## src/bbd_pkg.sv

```systemverilog
// Package with shared types and constants for the Bayer demosaic block.
`timescale 1ns / 1ps
package bbd_pkg;
    localparam int MaxWidth  = 4096;
    localparam int ColBits   = $clog2(MaxWidth);
    localparam int PixBits   = 16;
    localparam int OutBits   = 18;
    localparam int DimBits   = 13;
    // One bit above the sizes, as the input row runs past the last row while flushing.
    localparam int CntBits   = 14;
    localparam int AddrBits  = 4;

    localparam logic [1:0] RegWidth  = 2'd0;
    localparam logic [1:0] RegHeight = 2'd1;
    localparam logic [1:0] RegRowPh  = 2'd2;
    localparam logic [1:0] RegColPh  = 2'd3;

    // Classified request handed from the front to the back part.
    typedef struct packed {
        logic [PixBits-1:0] win_tl, win_tc, win_tr;
        logic [PixBits-1:0] win_ml, win_mc, win_mr;
        logic [PixBits-1:0] win_bl, win_bc, win_br;
        logic               red_row;
        logic               red_col;
        logic               eof;
    } t_job;
endpackage

```

## src/bbd_back.sv

```systemverilog
// Back part: interpolation sums and the result queue.
`timescale 1ns / 1ps
module bbd_back (
    input  logic                i_clk,
    input  logic                i_rst_n,
    input  logic                i_job_valid,
    input  bbd_pkg::t_job       i_job,
    input  logic                i_pop,
    output logic                o_almost_full,
    output logic                o_empty,
    output logic [17:0]         o_blue,
    output logic [17:0]         o_green,
    output logic [17:0]         o_red,
    output logic                o_end_of_frame
);
    import bbd_pkg::*;

    localparam int Depth = 4;
    logic [OutBits*3:0] r_q [Depth];
    logic [1:0] r_wp, r_rp;
    logic [2:0] r_cnt;
    logic [OutBits-1:0] ctr4, lr, tb, xs, plus, rv, gv, bv;
    logic do_pop;

    always_comb begin
        ctr4 = {i_job.win_mc, 2'b00};
        lr   = {{1'b0, i_job.win_ml} + {1'b0, i_job.win_mr}, 1'b0};
        tb   = {{1'b0, i_job.win_tc} + {1'b0, i_job.win_bc}, 1'b0};
        xs   = OutBits'(i_job.win_tl) + OutBits'(i_job.win_tr)
             + OutBits'(i_job.win_bl) + OutBits'(i_job.win_br);
        plus = OutBits'(i_job.win_ml) + OutBits'(i_job.win_mr)
             + OutBits'(i_job.win_tc) + OutBits'(i_job.win_bc);
        if (i_job.red_row && i_job.red_col) begin
            rv = ctr4; gv = plus; bv = xs;
        end else if (i_job.red_row) begin
            rv = lr; gv = ctr4; bv = tb;
        end else if (i_job.red_col) begin
            rv = tb; gv = ctr4; bv = lr;
        end else begin
            rv = xs; gv = plus; bv = ctr4;
        end
    end

    assign do_pop = i_pop && (r_cnt != '0);
    assign o_empty = (r_cnt == '0);
    // Two requests may still be in the front pipeline besides the one being taken.
    assign o_almost_full = (r_cnt >= 3'(Depth - 2));
    assign {o_end_of_frame, o_blue, o_green, o_red} = r_q[r_rp];

    always_ff @(posedge i_clk) begin
        if (i_job_valid) r_q[r_wp] <= {i_job.eof, bv, gv, rv};
    end

    always_ff @(posedge i_clk) begin
        if (!i_rst_n) begin
            r_wp <= '0; r_rp <= '0; r_cnt <= '0;
        end else begin
            if (i_job_valid) r_wp <= r_wp + 1'b1;
            if (do_pop) r_rp <= r_rp + 1'b1;
            r_cnt <= r_cnt + 3'(i_job_valid) - 3'(do_pop);
        end
    end

    a_no_overflow: assert property (@(posedge i_clk) disable iff (!i_rst_n)
        r_cnt == 3'(Depth) |-> !i_job_valid) else $error("result queue overflow");
    a_cnt_bound: assert property (@(posedge i_clk) disable iff (!i_rst_n)
        r_cnt <= 3'(Depth)) else $error("queue count out of range");
    a_ptr_gap: assert property (@(posedge i_clk) disable iff (!i_rst_n)
        r_cnt != 3'(Depth) |-> 2'(r_wp - r_rp) == r_cnt[1:0])
        else $error("queue pointers disagree with count");
endmodule

```

## config.mk

```make
export PLATFORM = sky130hd
export DESIGN_NAME = bbd_back
export DESIGN_NICKNAME = d
export VERILOG_FILES = /design/src/bbd_pkg.sv /design/src/bbd_back.sv
export SDC_FILE = /design/constraint.sdc
export NUM_CORES = 1
export LEC_CHECK = 0
export ABC_AREA = 1
export ABC_CLOCK_PERIOD_IN_PS = 7800
export BUFFER_PORTS_ARGS = -buffer_cell sky130_fd_sc_hd__clkbuf_2
export CORE_MARGIN = 1
export CORE_UTILIZATION = 64
export DETAILED_ROUTE_END_ITERATION = 16
export PLACE_DENSITY_LB_ADDON = 0.25
export REMOVE_ABC_BUFFERS = 1
export SLEW_MARGIN = 30
export SYNTH_ARGS = -nofsm -noshare
export SYNTH_HDL_FRONTEND = slang
export SYNTH_SLANG_ARGS = --single-unit
```

## constraint.sdc

```tcl
create_clock -name i_clk -period 7.8 [get_ports i_clk]
set_input_delay 1.17 -clock i_clk [delete_from_list [all_inputs] [get_ports i_clk]]
set_output_delay 1.17 -clock i_clk [all_outputs]
set_load 0.02 [all_outputs]
```

* After elaboration in Yosys (flattened, before gate mapping) *
Memories as Yosys holds them, arrays and structs flattened. A register that Yosys moved wholly into a read port is not among the register bits.
Cells that the tools add are included.

storage, ports and cells
  flip-flop bits (word level) = 7
  RAM bits = 220
  output and inout port bits = 57
  logic and storage cells = 34
  memories kept = 1

memories
  name  words  width  rd ports  clocked after Yosys merged registers in  write ports  RTL line        source
  r_q   4      55     1         1                                        1            bbd_back.sv:19  logic [OutBits*3:0] r_q [Depth];

operators by class
  $add $sub $neg = 12
  order comparisons = 1
  mux-type cells = 13
  reduce and logical (&&, ||, !) cells = 4

operators by type and width
  kind                                                 number
  two-way mux 18 bit                                   9
  adder 16 x 16 -> 17 bit                              4
  adder 17 x 16 -> 18 bit                              2
  adder 18 x 16 -> 18 bit                              2
  adder 2 x 1 -> 2 bit, second input constant          2
  two-way mux 2 bit                                    2
  adder 3 x 1 -> 3 bit                                 1
  >= comparator 3 x 2 -> 1 bit, second input constant  1
  zero test 3 bit                                      1
  nonzero test 3 bit                                   1
  subtractor 3 x 1 -> 3 bit                            1
  logical AND 1 bit                                    2
  two-way mux 1 bit                                    2

* Longest topological paths before layout *
  word-level depth = 6
  gate-level depth with buffers = 17

* Least setup slack after synthesis *
No wires, ideal clock.

  path kind = in2reg
  from = input port i_job[4] (netlist name)
  to = memory r_q[0][7] (netlist name) (data pin)
  arrival = 3.603 ns
  data required time = 7.528 ns
  setup slack = 3.925 ns
  stages = 13
  path buffers = 0
  cell sequence = inv_1 > fa_1 > inv_1 > fa_1 > ha_1 > fa_1 > nand2_1 > nand3_2 > or2_2 > nand3_1 > nand2_1 > nor2_1 > o21ai_1

between the ends
  cells in the longest elaborated chain, start to end = 4

RTL lines
  element                  RTL line        source
  start, declared          bbd_back.sv:7   input bbd_pkg::t_job i_job,
  adder 18 x 16 -> 18 bit  bbd_back.sv:30  + OutBits'(i_job.win_bl) + OutBits'(i_job.win_br);
  two-way mux 18 bit       bbd_back.sv:37  end else if (i_job.red_col) begin
  two-way mux 18 bit       bbd_back.sv:35  end else if (i_job.red_row) begin
  two-way mux 18 bit       bbd_back.sv:33  if (i_job.red_row && i_job.red_col) begin
  named net rv[7]          bbd_back.sv:22  logic [OutBits-1:0] ctr4, lr, tb, xs, plus, rv, gv, bv;
  end, declared            bbd_back.sv:19

The timed path passes the listed nets, and every way through them passes these cells.

* Worst setup path after layout *
  from = input port i_job[4] (netlist name)
  to = memory r_q[1][49] (netlist name) (data pin)

between the ends
  cells in the longest elaborated chain, start to end = 2

RTL lines
  element                  RTL line
  adder 18 x 16 -> 18 bit  bbd_back.sv:30
  two-way mux 18 bit       bbd_back.sv:33
  named net bv[13]         bbd_back.sv:22

The timed path passes the listed nets, and every way through them passes these cells.

==> summary.json <==
{
  "pwr-share-seq": {"value": 35.3, "unit": "%"},
  "end_kind": {"value": "flip-flop"},
  "post_cts_resize_count": {"value": 0},
  "pre_cts_slack": {"value": 3.468, "unit": "ns"},
  "synth_cells": {"value": 1789},
  "number_of_global_route_vias_before_repair": {"value": 12100},
  "yosys.area_share.simple": {"value": 19.41, "unit": "%"},
  "syn2layout_area_growth": {"value": 12.69, "unit": "%"},
  "area_of_all_placed_cells_without_fillers": {"value": 0.01725, "unit": "sq mm"},
  "htreeDepth": {"value": 1},
  "proportion_of_power_drawn_by_combinational_gates": {"value": 42.4, "unit": "%"},
  "grt_max_degree": {"value": 111},
  "initialDrtViolationCount": {"value": 1395},
  "outcome": {"value": "complete, no violations"},
  "number_of_remaining_drc_errors": {"value": 0},
  "die_h": {"value": 156.6, "unit": "um"},
  "synth_top_area_cell": {"value": "sky130_fd_sc_hd__edfxtp_1"},
  "power.density_cell_area": {"value": 253.4, "unit": "mW/mm^2"},
  "worst-setup-path-type": {"value": "input pin to flip-flop"},
  "route.detailed.wl_per_inst": {"value": 17.96, "unit": "um"},
  "placed_cell_area": {"value": 0.01658, "unit": "sq mm"},
  "netlist_area": {"value": 0.01530, "unit": "sq mm"},
  "hold_class": {"value": "flip-flop to flip-flop"},
  "clkPwrFrac": {"value": 22.4, "unit": "%"},
  "rsz0062_at_grt": {"value": "false"},
  "stdcell_count": {"value": 2313},
  "final_antenna_net_count": {"value": 0},
  "via_count": {"value": 13000},
  "pin_count": {"value": 208},
  "power.ir.vdd_worst": {"value": 0.2356, "unit": "mV"},
  "core_outline_area": {"value": 0.02347, "unit": "sq mm"},
  "setup-tns-final": {"value": 0, "unit": "ns"},
  "via_count_normalized_by_instance_count": {"value": 5.622},
  "switching_share": {"value": 39.84, "unit": "%"},
  "max_cap_violations": {"value": 0},
  "yosys.area.top_type_share": {"value": 43.17, "unit": "%"},
  "ys_top_cells_by_area": {"value": "sky130_fd_sc_hd__edfxtp_1 (43%), sky130_fd_sc_hd__nand2_1 (8.8%), sky130_fd_sc_hd__fa_1 (8.8%)"},
  "hold_violations": {"value": 0},
  "path_clk_slew": {"value": 0.06, "unit": "ns"},
  "power.leakage": {"value": 8.308, "unit": "nW"},
  "critPathLaunchType": {"value": "input pin"},
  "postSynth.topFlopCell": {"value": "sky130_fd_sc_hd__edfxtp_1"},
  "grt_pass1_wl": {"value": 63330, "unit": "um"},
  "die_w": {"value": 156.6, "unit": "um"},
  "maximum_clock_rate": {"value": 0.2595, "unit": "GHz"},
  "p_int": {"value": 2.629, "unit": "mW"},
  "fin_skew": {"value": 0.01633, "unit": "ns"},
  "synth.yosys.seq_area_share": {"value": 44.34, "unit": "%"},
  "max-slew-margin-rel": {"value": 39.97, "unit": "%"},
  "crit_fanout": {"value": 4},
  "num-nets-final": {"value": 2269},
  "synth_compound_area_share": {"value": 10.34, "unit": "%"},
  "synthXorXnorAreaFrac": {"value": 1.030, "unit": "%"},
  "clock_latency_on_the_worst_skew_pair": {"value": 0.51, "unit": "ns"},
  "synth.ff_latch_count": {"value": 229},
  "async_flop_share": {"value": 0, "unit": "%"},
  "clockBufferDepth": {"value": 3},
  "clock_sink_count": {"value": 229},
  "finalPower": {"value": 4.370, "unit": "mW"},
  "layout.filler_cells": {"value": 1803},
  "layout_commonest_cell": {"value": "sky130_fd_sc_hd__nand2_1"},
  "fp-row-count": {"value": 56},
  "cts.hold.buffers_added": {"value": 0},
  "most-common-layout-cells": {"value": "sky130_fd_sc_hd__nand2_1 (360), sky130_fd_sc_hd__inv_1 (344), sky130_fd_sc_hd__edfxtp_1 (220)"},
  "timing_max_transition_violations_final": {"value": 0},
  "dp.cells": {"value": 2272},
  "drive_above_1_share": {"value": 13.74, "unit": "%"},
  "drt-total-wl": {"value": 41540, "unit": "um"},
  "firstDrtPassIters": {"value": 6},
  "n_antenna_cell": {"value": 0},
  "start_util": {"value": 65.20, "unit": "%"},
  "crit_required": {"value": 8.05, "unit": "ns"},
  "synthesis.yosys.warnings": {"value": 0},
  "synthMuxAreaShare": {"value": 0, "unit": "%"},
  "post_synth.cell_area_avg": {"value": 8.555, "unit": "sq um"},
  "timing.critical_path.arrival": {"value": 4.10, "unit": "ns"},
  "global_route.usage.total": {"value": 34.27, "unit": "%"},
  "die_area": {"value": 0.02454, "unit": "sq mm"},
  "place.gp.congestion": {"value": 1.018},
  "power.switching": {"value": 1.741, "unit": "mW"},
  "number_of_enable_flip_flop_cells_after_synthesis": {"value": 220},
  "tritoncts": {"value": "yes"},
  "combinational_family_with_the_most_area_after_synthesis": {"value": "simple AND/OR/NAND/NOR gates"},
  "port_buffers": {"value": 207},
  "final.min_clock_period": {"value": 3.853, "unit": "ns"},
  "grt_antenna_before_repair": {"value": 2},
  "yosys.area_share.adder": {"value": 14.73, "unit": "%"},
  "number_of_setup_violations_in_the_final_report": {"value": 0},
  "cts_setup_buffers": {"value": 0},
  "detailedPlacementHpwl": {"value": 30720, "unit": "um"},
  "grt-ovfl-total": {"value": 0},
  "cts_inserted_buffers": {"value": 23},
  "layout_setup_ws": {"value": 3.947, "unit": "ns"},
  "cts_root_buffer": {"value": "sky130_fd_sc_hd__clkbuf_16"},
  "min_period_over_period": {"value": 49.40, "unit": "%"},
  "max_slew.worst_pin.slew": {"value": 0.9004, "unit": "ns"},
  "yosysUniqueCellTypes": {"value": 46}
}
==> power by group through the flow <==
stage	clock (mW)	combinational (mW)	sequential, mW
finish	0.977	1.85	1.54
global route	1.03	2.05	1.55
CTS	0.982	1.82	1.54
detailed placement	0	1.81	1.56
global placement	0	1.77	1.56
floorplan	0	1.20	1.59
==> per-stage QoR <==
step	utilization [%]	hold slack [ns]
after floorplan	-	0.4356
after global placement	70.62	0.4429
after detailed placement	70.62	0.4656
after CTS	73.45	0.4832
after global routing	73.48	0.5071
final	73.48	0.4839
==> worst max-delay path, stage by stage <==
cell	delay [ns]
sky130_fd_sc_hd__clkbuf_2	0.08
sky130_fd_sc_hd__inv_1	0.05
sky130_fd_sc_hd__fa_1	0.52
sky130_fd_sc_hd__inv_1	0.05
sky130_fd_sc_hd__fa_1	0.44
sky130_fd_sc_hd__ha_1	0.24
sky130_fd_sc_hd__fa_1	0.49
sky130_fd_sc_hd__nand3_1	0.11
sky130_fd_sc_hd__nand3_1	0.12
sky130_fd_sc_hd__nand3_1	0.13
sky130_fd_sc_hd__nand3_1	0.10
sky130_fd_sc_hd__nand2_1	0.12
sky130_fd_sc_hd__a21oi_1	0.10
sky130_fd_sc_hd__a21oi_1	0.40
==> layout make-up <==
type                            instances  area, sq um  area share [%]
Inverter                              354         1330           7.712
Timing Repair Buffer                  215         1100           6.377
Tap cell                              319        399.1           2.314
Clock inverter                         16        81.33          0.4716
Clock buffer                           25        583.1           3.381
Multi-Input combinational cell       1155         6965           40.39
Sequential cell                       229         6788           39.36
==> sequential cells by signal, indices dropped and copies added, names as in the netlist, named ones only <==
| register | count |
|---|---|
| r_cnt | 3 |
| r_wp | 2 |
| r_q | 220 |
| r_rp | 2 |
==> routing by layer <==
metal	wire length, um	GRT usage, %	up-vias
li1	-	-	6199
met1	17160	47.69	6069
met2	19210	56.04	648
met3	3960	4.265	83
met4	1183	11.06	4
met5	25	0	-
==> synthesized netlist by cell type, drive strengths merged (6+ instances only) <==
library cell and count:
a21oi 64, a31oi 7, buf 22, clkbuf 29
dfxtp 9, edfxtp 220, fa 67, ha 73
inv 353, nand2 366, nand3 98, nand3b 10
nand4 9, nor2 199, nor3 12, o21ai 142
o22ai 62, or2 11, xnor2 6, xor2 12
==> logic make-up (layout without fill, tap and decap cells) <==
group	count (synthesis)	count (layout)
adders and majority gates	140	140
AOI/OAI and AO/OA	289	289
xor gates and xnor gates	18	18
buffers and inverters	405	610
and+or+nand+nor	708	708
DFF	229	229
==> final timing paths <==
| path | start | to | slack [ns] | depth (start not counted) |
|---|---|---|---|---|
| worst max-delay path | i_job[4] | r_q[1][49] | 3.95 | 14 |
| worst min-delay path | r_rp[0] | r_rp[0] | 0.48 | 1 |
| worst max register to register | r_cnt[1] | r_cnt[2] | 5.86 | 9 |
| worst min register to register | r_rp[0] | r_rp[0] | 0.48 | 1 |
Power figures use the tool's default switching activity.
